File: src/sv/mfv_pkg.sv
// mfv_pkg: shared types, constants and codes of the fractional voc charger
// no dependencies
`timescale 1ns / 1ps

package mfv_pkg;

    localparam int AdcBits          = 12;
    localparam int TicksPerControl  = 10;
    localparam int TicksPerSense    = 100;
    localparam int DoneBlinkPeriods = 100;

    localparam logic [12:0] RefMax   = 13'd8191;
    localparam logic [13:0] PanelMax = 14'd16383;
    localparam logic [12:0] BattMax  = 13'd8191;

    // register indexes
    localparam logic [2:0] REG_PWM_PERIOD   = 3'd0;
    localparam logic [2:0] REG_FINISH_MV    = 3'd1;
    localparam logic [2:0] REG_FINISH_PER   = 3'd2;
    localparam logic [2:0] REG_VREF_CAL     = 3'd3;
    localparam logic [2:0] REG_RATIO_PCT    = 3'd4;
    localparam logic [2:0] REG_MIN_TARGET   = 3'd5;
    localparam logic [2:0] REG_STABLE_DIFF  = 3'd6;
    localparam logic [2:0] REG_STABLE_SAMP  = 3'd7;

    typedef struct packed {
        logic        kind;
        logic [11:0] panel_raw;
        logic [11:0] battery_raw;
        logic [11:0] vref_raw;
    } t_in_item;

    typedef struct packed {
        logic [10:0] pwm_duty;
        logic        led_on;
        logic        charge_done;
        logic        open_sensing;
        logic [13:0] target_millivolts;
        logic [13:0] panel_millivolts;
        logic [12:0] battery_millivolts;
    } t_out_item;

endpackage

File: src/sv/mfv_front.sv
// mfv_front: input stage that takes items and holds them in a two entry queue
// depends on mfv_pkg
`timescale 1ns / 1ps

module mfv_front (
    input  logic              i_clk,
    input  logic              i_rst_n,
    input  logic              i_push,
    output logic              o_full,
    input  mfv_pkg::t_in_item i_item,
    output logic              o_valid,
    output mfv_pkg::t_in_item o_item,
    input  logic              i_take
);
    import mfv_pkg::*;

    t_in_item   r_mem [2];
    logic       r_wp, r_rp;
    logic [1:0] r_cnt;
    logic       w_push_ok, w_pop_ok;

    assign o_full    = (r_cnt == 2'd2);
    assign o_valid   = (r_cnt != 2'd0);
    assign o_item    = r_mem[r_rp];
    assign w_push_ok = i_push && !o_full;
    assign w_pop_ok  = i_take && o_valid;

    // storage
    always_ff @(posedge i_clk) begin
        if (w_push_ok) begin
            r_mem[r_wp] <= i_item;
        end
    end

    // pointers and fill count
    always_ff @(posedge i_clk) begin
        if (!i_rst_n) begin
            r_wp  <= 1'b0;
            r_rp  <= 1'b0;
            r_cnt <= 2'd0;
        end else begin
            if (w_push_ok) r_wp <= ~r_wp;
            if (w_pop_ok)  r_rp <= ~r_rp;
            r_cnt <= r_cnt + {1'b0, w_push_ok} - {1'b0, w_pop_ok};
        end
    end
endmodule

File: src/sv/mfv_div.sv
// mfv_div: restoring divider, one quotient bit per cycle
// depends on mfv_pkg
`timescale 1ns / 1ps

module mfv_div (
    input  logic        i_clk,
    input  logic        i_rst_n,
    input  logic        i_start,
    input  logic [23:0] i_num,
    input  logic [11:0] i_den,
    output logic        o_busy,
    output logic [23:0] o_quot
);
    import mfv_pkg::*;

    logic [23:0] r_q;
    logic [12:0] r_rem;
    logic [11:0] r_den;
    logic [4:0]  r_cnt;
    logic        r_busy;
    logic [12:0] w_sh;

    assign o_busy = r_busy;
    assign o_quot = r_q;
    assign w_sh   = {r_rem[11:0], r_q[23]};

    // shift and subtract
    always_ff @(posedge i_clk) begin
        if (!i_rst_n) begin
            r_busy <= 1'b0;
            r_cnt  <= 5'd0;
        end else if (i_start) begin
            r_busy <= 1'b1;
            r_cnt  <= 5'd24;
            r_q    <= i_num;
            r_rem  <= 13'd0;
            r_den  <= i_den;
        end else if (r_busy) begin
            if (w_sh >= {1'b0, r_den}) begin
                r_rem <= w_sh - {1'b0, r_den};
                r_q   <= {r_q[22:0], 1'b1};
            end else begin
                r_rem <= w_sh;
                r_q   <= {r_q[22:0], 1'b0};
            end
            r_cnt <= r_cnt - 5'd1;
            if (r_cnt == 5'd1) r_busy <= 1'b0;
        end
    end
endmodule

File: src/sv/mfv_back.sv
// mfv_back: sequencer that carries out one item and writes its result beat
// depends on mfv_pkg, mfv_div
`timescale 1ns / 1ps

module mfv_back (
    input  logic               i_clk,
    input  logic               i_rst_n,
    input  logic               i_valid,
    input  mfv_pkg::t_in_item  i_item,
    output logic               o_take,
    input  logic               i_cfg_we,
    input  logic [2:0]         i_cfg_idx,
    input  logic [13:0]        i_cfg_data,
    output logic               o_empty,
    input  logic               i_pop,
    output mfv_pkg::t_out_item o_result
);
    import mfv_pkg::*;

    typedef enum logic [4:0] {
        ST_IDLE = 5'b00001,
        ST_MUL  = 5'b00010,
        ST_TGT  = 5'b00100,
        ST_DIV  = 5'b01000,
        ST_OUT  = 5'b10000
    } t_state;

    // configuration
    logic [10:0] r_pwm_period;
    logic [12:0] r_finish_mv;
    logic [9:0]  r_finish_per;
    logic [11:0] r_vref_cal;
    logic [6:0]  r_ratio;
    logic [13:0] r_min_tgt;
    logic [11:0] r_diff_lim;
    logic [3:0]  r_stable_samp;

    // controller state
    logic [10:0] r_duty;
    logic [13:0] r_target, r_panel;
    logic [12:0] r_batt, r_ref;
    logic [9:0]  r_fcnt;
    logic        r_done, r_sense, r_led;
    logic [3:0]  r_stable, r_t10;
    logic [11:0] r_prev;
    logic [6:0]  r_t100, r_bper, r_bcnt;

    t_state      r_st;
    t_in_item    r_it;
    logic        r_fin;
    logic [25:0] r_pmul;
    logic [24:0] r_bmul;
    logic [20:0] r_tprod;
    logic        r_oval;
    t_out_item   r_out;

    logic        w_dstart, w_dbusy;
    logic [23:0] w_dnum, w_quot;
    logic        w_load;

    mfv_div u_div (
        .i_clk  (i_clk),
        .i_rst_n(i_rst_n),
        .i_start(w_dstart),
        .i_num  (w_dnum),
        .i_den  (r_it.vref_raw),
        .o_busy (w_dbusy),
        .o_quot (w_quot)
    );

    assign o_take   = (r_st == ST_IDLE) && i_valid;
    assign o_empty  = !r_oval;
    assign o_result = r_out;
    assign w_dnum   = {12'd0, r_vref_cal} * 24'd3300;
    assign w_dstart = (r_st == ST_TGT) && !r_it.kind && (r_it.vref_raw != 12'd0);
    // result register is free, or its beat leaves at this edge
    assign w_load   = (r_st == ST_OUT) && (!r_oval || i_pop);

    // config writes
    always_ff @(posedge i_clk) begin
        if (!i_rst_n) begin
            r_pwm_period  <= 11'd1199;
            r_finish_mv   <= 13'd1450;
            r_finish_per  <= 10'd500;
            r_vref_cal    <= 12'd1530;
            r_ratio       <= 7'd83;
            r_min_tgt     <= 14'd2400;
            r_diff_lim    <= 12'd10;
            r_stable_samp <= 4'd5;
        end else if (i_cfg_we) begin
            case (i_cfg_idx)
                REG_PWM_PERIOD:  r_pwm_period  <= i_cfg_data[10:0];
                REG_FINISH_MV:   r_finish_mv   <= i_cfg_data[12:0];
                REG_FINISH_PER:  r_finish_per  <= i_cfg_data[9:0];
                REG_VREF_CAL:    r_vref_cal    <= i_cfg_data[11:0];
                REG_RATIO_PCT:   r_ratio       <= i_cfg_data[6:0];
                REG_MIN_TARGET:  r_min_tgt     <= i_cfg_data[13:0];
                REG_STABLE_DIFF: r_diff_lim    <= i_cfg_data[11:0];
                REG_STABLE_SAMP: r_stable_samp <= i_cfg_data[3:0];
                default: ;
            endcase
        end
    end

    // next-state of the tick path, worked in one step
    logic [10:0] n_duty;
    logic [9:0]  n_fcnt;
    logic        n_done, n_sense, n_led;
    logic [3:0]  n_stable, n_t10;
    logic [6:0]  n_t100, n_bper, n_bcnt;
    logic [11:0] w_diff;
    logic        w_stab;
    logic [6:0]  w_want;

    function automatic logic [10:0] f_step(input logic [10:0] d, input logic up,
                                           input logic [10:0] per);
        logic [11:0] inc;
        inc = {1'b0, d} + 12'd1;
        if (up) f_step = (inc < {1'b0, per}) ? inc[10:0] : per;
        else    f_step = (d != 11'd0) ? d - 11'd1 : d;
    endfunction

    always_comb begin
        n_duty   = r_duty;
        n_fcnt   = r_fcnt;
        n_done   = r_done;
        n_sense  = r_sense;
        n_led    = r_led;
        n_stable = r_stable;
        n_t10    = r_t10;
        n_t100   = r_t100;
        n_bper   = r_bper;
        n_bcnt   = r_bcnt;
        w_want   = 7'd0;
        if (!r_done && !r_sense) n_duty = f_step(n_duty, r_panel > r_target, r_pwm_period);
        n_t10 = r_t10 + 4'd1;
        if (n_t10 >= 4'(TicksPerControl)) begin
            n_t10 = 4'd0;
            if (!r_sense) begin
                if (r_done) begin
                    n_duty = 11'd0;
                    w_want = 7'(DoneBlinkPeriods);
                end else begin
                    n_duty = f_step(n_duty, r_panel > r_target, r_pwm_period);
                    if (r_batt >= r_finish_mv) begin
                        if (n_fcnt != 10'd1023) n_fcnt = n_fcnt + 10'd1;
                        if (n_fcnt >= r_finish_per) n_done = 1'b1;
                    end else begin
                        n_done = 1'b0;
                        n_fcnt = 10'd0;
                    end
                end
                if (n_bper != w_want) begin
                    n_bper = w_want;
                    n_bcnt = 7'd0;
                end
                if (n_bper != 7'd0) begin
                    n_bcnt = n_bcnt + 7'd1;
                    if (n_bcnt >= n_bper) begin
                        n_led  = ~n_led;
                        n_bcnt = 7'd0;
                    end
                end else begin
                    n_bcnt = 7'd0;
                end
            end
        end
        n_t100 = r_t100 + 7'd1;
        if (n_t100 >= 7'(TicksPerSense)) begin
            n_t100   = 7'd0;
            n_sense  = 1'b1;
            n_stable = 4'd0;
        end
    end

    assign w_diff = (r_it.panel_raw > r_prev) ? r_it.panel_raw - r_prev
                                              : r_prev - r_it.panel_raw;
    assign w_stab = w_diff < r_diff_lim;

    // sample arithmetic helpers
    logic [26:0] w_pshift;
    logic [24:0] w_bshift;
    logic [13:0] w_pmv;
    logic [12:0] w_bmv;
    logic [13:0] w_tq, w_tsat;
    logic [42:0] w_tmul;

    assign w_pshift = {r_pmul, 1'b0} >> AdcBits;
    assign w_bshift = r_bmul >> AdcBits;
    assign w_pmv    = (w_pshift > 27'(PanelMax)) ? PanelMax : w_pshift[13:0];
    assign w_bmv    = (w_bshift > 25'(BattMax)) ? BattMax : w_bshift[12:0];
    // divide by 100 by reciprocal: ceil(2^28/100) exact for 21-bit values
    assign w_tmul   = {22'd0, r_tprod} * 43'd2684355;
    assign w_tq     = w_tmul[42] ? PanelMax : w_tmul[41:28];
    assign w_tsat   = w_tq;

    // sequencer
    always_ff @(posedge i_clk) begin
        if (!i_rst_n) begin
            r_st     <= ST_IDLE;
            r_oval   <= 1'b0;
            r_duty   <= 11'd0;
            r_target <= 14'd0;
            r_panel  <= 14'd0;
            r_batt   <= 13'd0;
            r_ref    <= 13'd0;
            r_fcnt   <= 10'd0;
            r_done   <= 1'b0;
            r_sense  <= 1'b0;
            r_led    <= 1'b0;
            r_stable <= 4'd0;
            r_prev   <= 12'd0;
            r_t10    <= 4'd0;
            r_t100   <= 7'd0;
            r_bper   <= 7'd0;
            r_bcnt   <= 7'd0;
        end else begin
            if (w_load) r_oval <= 1'b1;
            else if (i_pop && r_oval) r_oval <= 1'b0;
            case (r_st)
                ST_IDLE: begin
                    if (o_take) begin
                        r_it <= i_item;
                        r_st <= ST_MUL;
                    end
                end
                ST_MUL: begin
                    if (r_it.kind) begin
                        r_duty   <= n_duty;
                        r_fcnt   <= n_fcnt;
                        r_done   <= n_done;
                        r_sense  <= n_sense;
                        r_led    <= n_led;
                        r_stable <= n_stable;
                        r_t10    <= n_t10;
                        r_t100   <= n_t100;
                        r_bper   <= n_bper;
                        r_bcnt   <= n_bcnt;
                        r_st     <= ST_OUT;
                    end else begin
                        r_pmul <= {14'd0, r_it.panel_raw} * {13'd0, r_ref};
                        r_bmul <= {13'd0, r_it.battery_raw} * {12'd0, r_ref};
                        r_fin  <= 1'b0;
                        if (r_sense) begin
                            if (w_stab) begin
                                if (r_stable >= r_stable_samp) r_fin <= 1'b1;
                                else r_stable <= r_stable + 4'd1;
                            end else begin
                                r_stable <= 4'd0;
                            end
                            if (!(w_stab && r_stable >= r_stable_samp))
                                r_prev <= r_it.panel_raw;
                        end
                        r_st <= ST_TGT;
                    end
                end
                ST_TGT: begin
                    r_tprod <= {7'd0, w_pmv} * {14'd0, r_ratio};
                    r_batt  <= w_bmv;
                    if (!r_sense) r_panel <= w_pmv;
                    if (r_it.vref_raw == 12'd0) r_ref <= RefMax;
                    r_st <= ST_DIV;
                end
                ST_DIV: begin
                    if (r_fin) begin
                        r_target <= (w_tsat < r_min_tgt) ? r_min_tgt : w_tsat;
                        r_sense  <= 1'b0;
                        r_fin    <= 1'b0;
                    end
                    if (!w_dbusy && !w_dstart) begin
                        if (r_it.vref_raw != 12'd0)
                            r_ref <= (w_quot > 24'(RefMax)) ? RefMax : w_quot[12:0];
                        r_st <= ST_OUT;
                    end
                end
                ST_OUT: begin
                    if (w_load) begin
                        r_out.pwm_duty <= (r_sense || r_done) ? 11'd0 :
                            ((r_duty < r_pwm_period) ? r_duty : r_pwm_period);
                        r_out.led_on             <= (r_bper != 7'd0) && r_led;
                        r_out.charge_done        <= r_done;
                        r_out.open_sensing       <= r_sense;
                        r_out.target_millivolts  <= r_target;
                        r_out.panel_millivolts   <= r_panel;
                        r_out.battery_millivolts <= r_batt;
                        r_st <= ST_IDLE;
                    end
                end
                default: r_st <= ST_IDLE;
            endcase
        end
    end
endmodule

File: src/sv/mppt_fractional_voc_charger.sv
// mppt_fractional_voc_charger: top level of the fractional voc charge controller
// depends on mfv_pkg, mfv_front, mfv_back
//
//  channel  | handshake    | payload
//  input    | push / full  | i_item  (kind, panel_raw, battery_raw, vref_raw)
//  result   | pop / empty  | o_result (duty, led, done, sensing, millivolts)
//  config   | i_cfg_we     | i_cfg_idx, i_cfg_data
//
// a tick beat passes the back sequencer through idle, mul and out; a sample
// beat also passes tgt and div, where the 24-step serial divider works the
// reference update; a sample with a zero reference reading skips the divider.
// reset is synchronous, active low, and clears all control state.
// the next beat is worked while a result waits; its own result holds in the
// last step until the waiting one is popped. a two entry queue takes input.
`timescale 1ns / 1ps

module mppt_fractional_voc_charger (
    input  logic               i_clk,
    input  logic               i_rst_n,
    input  logic               push,
    output logic               full,
    input  mfv_pkg::t_in_item  i_item,
    output logic               empty,
    input  logic               pop,
    output mfv_pkg::t_out_item o_result,
    input  logic               i_cfg_we,
    input  logic [2:0]         i_cfg_idx,
    input  logic [13:0]        i_cfg_data
);
    import mfv_pkg::*;

    logic     w_valid, w_take;
    t_in_item w_item;

    mfv_front u_front (
        .i_clk  (i_clk),
        .i_rst_n(i_rst_n),
        .i_push (push),
        .o_full (full),
        .i_item (i_item),
        .o_valid(w_valid),
        .o_item (w_item),
        .i_take (w_take)
    );

    mfv_back u_back (
        .i_clk     (i_clk),
        .i_rst_n   (i_rst_n),
        .i_valid   (w_valid),
        .i_item    (w_item),
        .o_take    (w_take),
        .i_cfg_we  (i_cfg_we),
        .i_cfg_idx (i_cfg_idx),
        .i_cfg_data(i_cfg_data),
        .o_empty   (empty),
        .i_pop     (pop),
        .o_result  (o_result)
    );
endmodule
File: config.mk
export PLATFORM = sky130hd
export DESIGN_NAME = mppt_fractional_voc_charger
export DESIGN_NICKNAME = d
export VERILOG_FILES = /design/src/sv/mfv_pkg.sv /design/src/sv/mfv_front.sv /design/src/sv/mfv_div.sv /design/src/sv/mfv_back.sv /design/src/sv/mppt_fractional_voc_charger.sv
export SDC_FILE = /design/constraint.sdc
export NUM_CORES = 2
export LEC_CHECK = 0
export ABC_AREA = 1
export BUFFER_PORTS_ARGS = -buffer_cell sky130_fd_sc_hd__buf_4
export CELL_PAD_IN_SITES_DETAIL_PLACEMENT = 0
export CELL_PAD_IN_SITES_GLOBAL_PLACEMENT = 1
export CORE_UTILIZATION = 35
export DETAILED_ROUTE_END_ITERATION = 8
export HOLD_SLACK_MARGIN = 0.15
export PLACE_DENSITY_LB_ADDON = 0.1
export SLEW_MARGIN = 20
export SYNTH_ARGS = -nofsm -noshare
export SYNTH_HDL_FRONTEND = slang
export SYNTH_SLANG_ARGS = --single-unit
File: constraint.sdc
create_clock -name i_clk -period 19.9 [get_ports i_clk]
set_clock_uncertainty 0.05 [all_clocks]
set_input_delay 2.985 -clock i_clk [delete_from_list [all_inputs] [get_ports i_clk]]
set_output_delay 2.985 -clock i_clk [all_outputs]
set_load 0.03 [all_outputs]
---- After elaboration in Yosys (flattened, before gate mapping) ----
Memories as Yosys holds them, arrays and structs flattened. A register that Yosys moved wholly into a read port is not among the register bits.
Index checks and enable logic that the tools add are counted.
word-level totals
  bits in registers ....................... 393
  RAM bits ................................ 74
  bits of input ports ..................... 59
  logic and storage cells ................. 255
  memories kept ........................... 1
cells by class
  add/subtract/negate cells ............... 15
  $mul .................................... 5
  magnitude comparators ................... 17
  eq/ne operators ......................... 27
  muxes and demuxes ....................... 76
  bitwise logic cells ..................... 8
  reduce and logical (&&, ||, !) cells .... 60
memory list
  memory         depth  width  rd ports  clocked after Yosys merged registers in  write ports  RTL line         source
  u_front.r_mem  2      37     1         1                                        1            mfv_front.sv:17  t_in_item r_mem [2];
operators by type and width
  cell                                                                                count
  11-bit 2-to-1 mux                                                                   11
  7-bit 2-to-1 mux                                                                    12
  13-bit 2-to-1 mux                                                                   5
  10-bit 2-to-1 mux                                                                   6
  12-bit by 13-bit multiplier with 25-bit output                                      2
  24-bit 2-to-1 mux                                                                   2
  21-bit by 22-bit multiplier with 43-bit output (second input constant)              1
  14-bit 2-to-1 mux                                                                   3
  12-bit 2-to-1 mux                                                                   3
  12-bit subtractor                                                                   3
  5-bit 2-to-1 mux                                                                    6
  2-bit AND reduction                                                                 14
  13-bit one-hot mux with 2 select lines                                              1
  5-bit one-hot mux with 5 select lines                                               1
  11-bit by 1-bit adder with 12-bit output (second input constant)                    2
  24-bit by 13-bit greater-than comparator with 1-bit output (second input constant)  1
  12-bit by 11-bit less-than comparator with 1-bit output                             2
  4-bit 2-to-1 mux                                                                    6
  12-bit by 10-bit multiplier with 22-bit output (second input constant)              1
  11-bit nonzero test                                                                 2
  11-bit by 1-bit subtractor with 11-bit output (second input constant)               2
  14-bit by 7-bit multiplier with 21-bit output                                       1
  4-bit AND reduction                                                                 5
  1-bit 2-to-1 mux                                                                    18
  48 further kinds                                                                    98

---- Logic depth before layout (Yosys ltp) ----
  word-level depth ........................ 12
  mapped depth ............................ 41
  depth with buffers taken out ............ 39

---- Cells and area by module ----
From an unflattened synthesis, not the netlist that was laid out.
unflattened totals
  cells, all modules ...................... 5376
  area total of the unflattened synthesis .. 46497.1 um^2
by module, submodules not included
  module     times used  cells an instance  area an instance (um^2)
  mfv_back   1           4846               40347.4
  mfv_div    1           377                3079.2
  mfv_front  1           153                3070.4

---- Worst setup path before layout ----
OpenSTA, ideal clock, no wires.
  path type ............................... input -> register
  start point ............................. input i_rst_n
  end point ............................... register u_back.r_out (netlist bit u_back.o_result[0]) (enable)
  arrival time ............................ 7.318 ns
  path slack .............................. 11.996 ns
  cell stages on the path ................. 4
  buffers on the path ..................... 2
  cells stage by stage .................... clkbuf_1 > inv_1 > clkbuf_1 > nor3_1
between the ends
  longest elaborated chain between the ends .. 1
ends and longest elaborated chain
  item                           RTL line                           source
  start: declaration             mppt_fractional_voc_charger.sv:19  input logic i_rst_n,
  3-bit AND reduction (no line)  n/a
  end: declaration               mfv_back.sv:55                     t_out_item r_out;
Every way passes these cells.
A chain may end at the register's enable or synchronous reset.

---- Final worst setup path ----
  start point ............................. register u_back.r_tprod[4]
  end point ............................... register u_back.r_target[1]
between the ends
  longest elaborated chain between the ends .. 4
ends and longest elaborated chain
  item                                                RTL line         source
  start: declaration                                  mfv_back.sv:53   logic [20:0] r_tprod;
  start signal: assignment                            mfv_back.sv:258  r_tprod <= {7'd0, w_pmv} * {14'd0, r_ratio};
  21-bit by 22-bit multiplier with 43-bit output (*)  mfv_back.sv:193  assign w_tmul = {22'd0, r_tprod} * 43'd2684355;
  14-bit 2-to-1 mux (*)                               mfv_back.sv:194  assign w_tq = w_tmul[42] ? PanelMax : w_tmul[41:28];
  14-bit less-than comparator                         mfv_back.sv:266  r_target <= (w_tsat < r_min_tgt) ? r_min_tgt : w_tsat;
  14-bit 2-to-1 mux (*)                               mfv_back.sv:266
  end signal: assignment                              mfv_back.sv:266
  end: declaration                                    mfv_back.sv:40   logic [13:0] r_target, r_panel;
Every way passes the cells marked *; elsewhere a longest branch is shown, timed or not.

==> results_dict.tcl <==
set metrics [dict create \
    wl_met2_mm 58.3 \
    netlist_area_mm2 0.0461 \
    grt_max_degree 76 \
    synth_edf_count 263 \
    multi_input_area_mm2 0.0290 \
    cts_htree_levels 2 \
    dr_wl_met3_mm 5.35 \
    wl_met1_mm 62.2 \
    yosys.area.top_type "fa_1" \
    vdd_ir_drop_max_v 0.0000698 \
    status "complete, no violations" \
    post_cts_resized 0 \
    synth_common_cells "inv_1 (1121), nand2_1 (1100), ha_1 (584)" \
    fin_nets 6550 \
    powerDensity_mw_per_mm2 77.4 \
    ys_top_cells_by_area "fa_1 (20%), edfxtp_1 (17%), ha_1 (16%)" \
    post_drt_via_cell_ratio 4.74 \
    dieArea_mm2 0.133 \
    cts_tree "yes" \
    synth_warnings 0 \
    fillers 13500 \
    gp_congestion 0.886 \
    cts_buffers 60 \
    track_usage_pct 19.8 \
    finalNonFillerCells 7233 \
    critical-path-max-stage-delay_ns 0.58 \
    layout-drive-gt1-share_pct 6.27 \
    start_util_pct 35.5 \
    first_global_vias 35400 \
    slew_violations 0 \
    wl_mm 129 \
    gr-total-overflow 0 \
    highest_layer "met5" \
    worst_pin_slew_ns 1.04 \
    post-cts-setup-buffers 0 \
    drt_iter0_markers 2047 \
    cp-end-kind "register" \
    hold_class "register to register" \
    finalSetupTns_ns 0 \
    port_buffers 115 \
    yosysUniqueCellTypes 61 \
    syn_to_final_growth_pct 10.3 \
    cts-hold-fix-buffers 0 \
    drt-pass1-iter-count 7 \
    crit_type "register to register" \
    wl_per_cell_um 17.8 \
    fmax_mhz 118 \
    placed_cells 7119 \
    netlist.area_leader.share_pct 20.3 \
    root_buffer "clkbuf_16" \
    power_leakage_uw 0.0252 \
    cp-start-kind "register" \
    ioPinCount 116 \
    async_flop_share_pct 0 \
    rows 132 \
    finalHoldViolations 0 \
    post-route-drc-count 0 \
    ff_latch_area_mm2 0.0123 \
    cp.arrival_ns 8.94 \
    worstSkewPairLatency_ns 0.68 \
    syn_inst 5387 \
    syn_avg_cell_area_um2 8.57 \
    crit_slowest_cell "fa_1" \
    drtAntennaViolNets 0 \
    dieHeight_um 365 \
    rsz0062_at_grt "false" \
    setup_viol 0 \
    core_area_mm2 0.130 \
    ys_ff_latch 481 \
    maxSlewHeadroom_pct 30.7 \
    place_hpwl_mm 101 \
    cts.clk_slew.worst_paths_ns 0.06 \
    synth_most_common_cell "inv_1" \
    antenna_found_initial 3 \
    clock_path_buffers 3 \
    synth_ff_type "edfxtp_1" \
    worst-endpoint-required_ns 20.38 \
    die_w_um 365 \
    cts_sinks 481 \
    period_minus_slack_ns 8.46 \
    grt_pass1_wl_mm 204 \
    final.period_utilization_pct 42.5 \
    yosysSeqAreaShare_pct 26.6 \
    vias 34300 \
    maxCapViolCount 0 \
    crit_fanout 15 \
]
[metal layers]
layer  up-vias  track usage [%]
li1      17200                -
met1     16400             27.7
met2       539             32.2
met3       132             2.57
met4         2             4.77
met5         -                0
[flip-flops by register name (all words and copies together) (netlist names), 11 cells and up]
signal,count
u_back.r_pwm_period,11
u_back.r_panel,14
u_back.u_div.r_rem,12
u_back.r_min_tgt,14
u_back.o_result,55
u_back.r_diff_lim,12
u_back.u_div.r_den,12
u_back.r_ref,13
u_back.r_target,14
u_back.r_finish_mv,13
u_back.r_tprod,21
u_back.u_div.o_quot,24
u_back.r_batt,13
u_back.r_vref_cal,12
u_back.r_it,37
u_back.r_bmul,13
u_back.r_duty,11
u_back.r_prev,12
u_front.r_mem,74
u_back.r_pmul,14
[power breakdown]
group | switching (µW) | total [µW] | internal (µW)
Combinational | 1030 | 1580 | 551
Clock | 459 | 1110 | 650
Sequential | 98.0 | 1250 | 1150
[kinds of logic after synthesis]
family	synth area share [%]
AND/OR/NAND/NOR	15.3
buffers and inverters	10.7
adder cells (fa/ha/maj)	36.1
AO/OA/AOI/OAI	8.94
flip-flops	26.6
XOR/XNOR	2.26
other	0.0163
multiplexers	0.0434
[per-stage QoR]
step	util [%]	power (µW)	setup slack [ns]	cell area (µm²)	hold slack, ns
5_1_grt	39.1	4260	10.69	50900	0.407
2_1_floorplan	-	2390	12.00	46200	0.358
3_5_place_dp	37.6	2870	11.42	48900	0.372
3_3_place_gp	37.6	2870	11.57	48900	0.368
6_report	39.1	3940	11.44	50900	0.401
4_1_cts	39.1	4010	11.40	50900	0.394
[worst paths after layout]
path	startpoint	end	slack, ns	cells after the start
max	u_back.r_tprod[4]	u_back.r_target[1]	11.44	31
min	u_back.r_it[10]	u_back.u_div.r_den[10]	0.40	0
max reg2reg	u_back.r_tprod[4]	u_back.r_target[1]	11.44	31
min reg2reg	u_back.r_it[10]	u_back.u_div.r_den[10]	0.40	0
[layout by cell type (no fill, tap or decap), types with 12 or more instances in the layout]
| cell | n |
|---|---|
| inv_1 | 1120 |
| nand2_1 | 1100 |
| ha_1 | 584 |
| fa_1 | 467 |
| a21oi_1 | 349 |
| edfxtp_1 | 263 |
| o21ai_0 | 239 |
| nor2_1 | 225 |
| dfxtp_1 | 218 |
| nand3_1 | 193 |
| buf_4 | 158 |
| xor2_1 | 82 |
| clkbuf_16 | 64 |
| o211ai_1 | 39 |
| nand4_1 | 38 |
| xnor2_1 | 37 |
| nor3_1 | 31 |
| nor4_1 | 21 |
| clkbuf_1 | 18 |
| a31oi_1 | 17 |
| a21o_1 | 15 |
| nand2_2 | 15 |
| or2_2 | 15 |
| a21oi_2 | 12 |
[area by class of cell]
cell class,count,area share [%]
multi-input combinational,3606,56.9
tap,1742,4.28
sequential,481,24.1
clock inverter,27,0.548
timing repair buffer,161,2.45
antenna,1,0.00491
inverter,1130,8.34
clock buffer,85,3.36
[critical path: cells and delay by family (launching register included)]
family / cells / cell delay, ns
AO/OA/AOI/OAI: 1 / 0.07
adder cells (fa/ha/maj): 9 / 4.16
buffers and inverters: 7 / 0.67
flip-flops: 1 / 0.56
AND/OR/NAND/NOR: 14 / 2.76
Power figures use the tool's default switching activity.
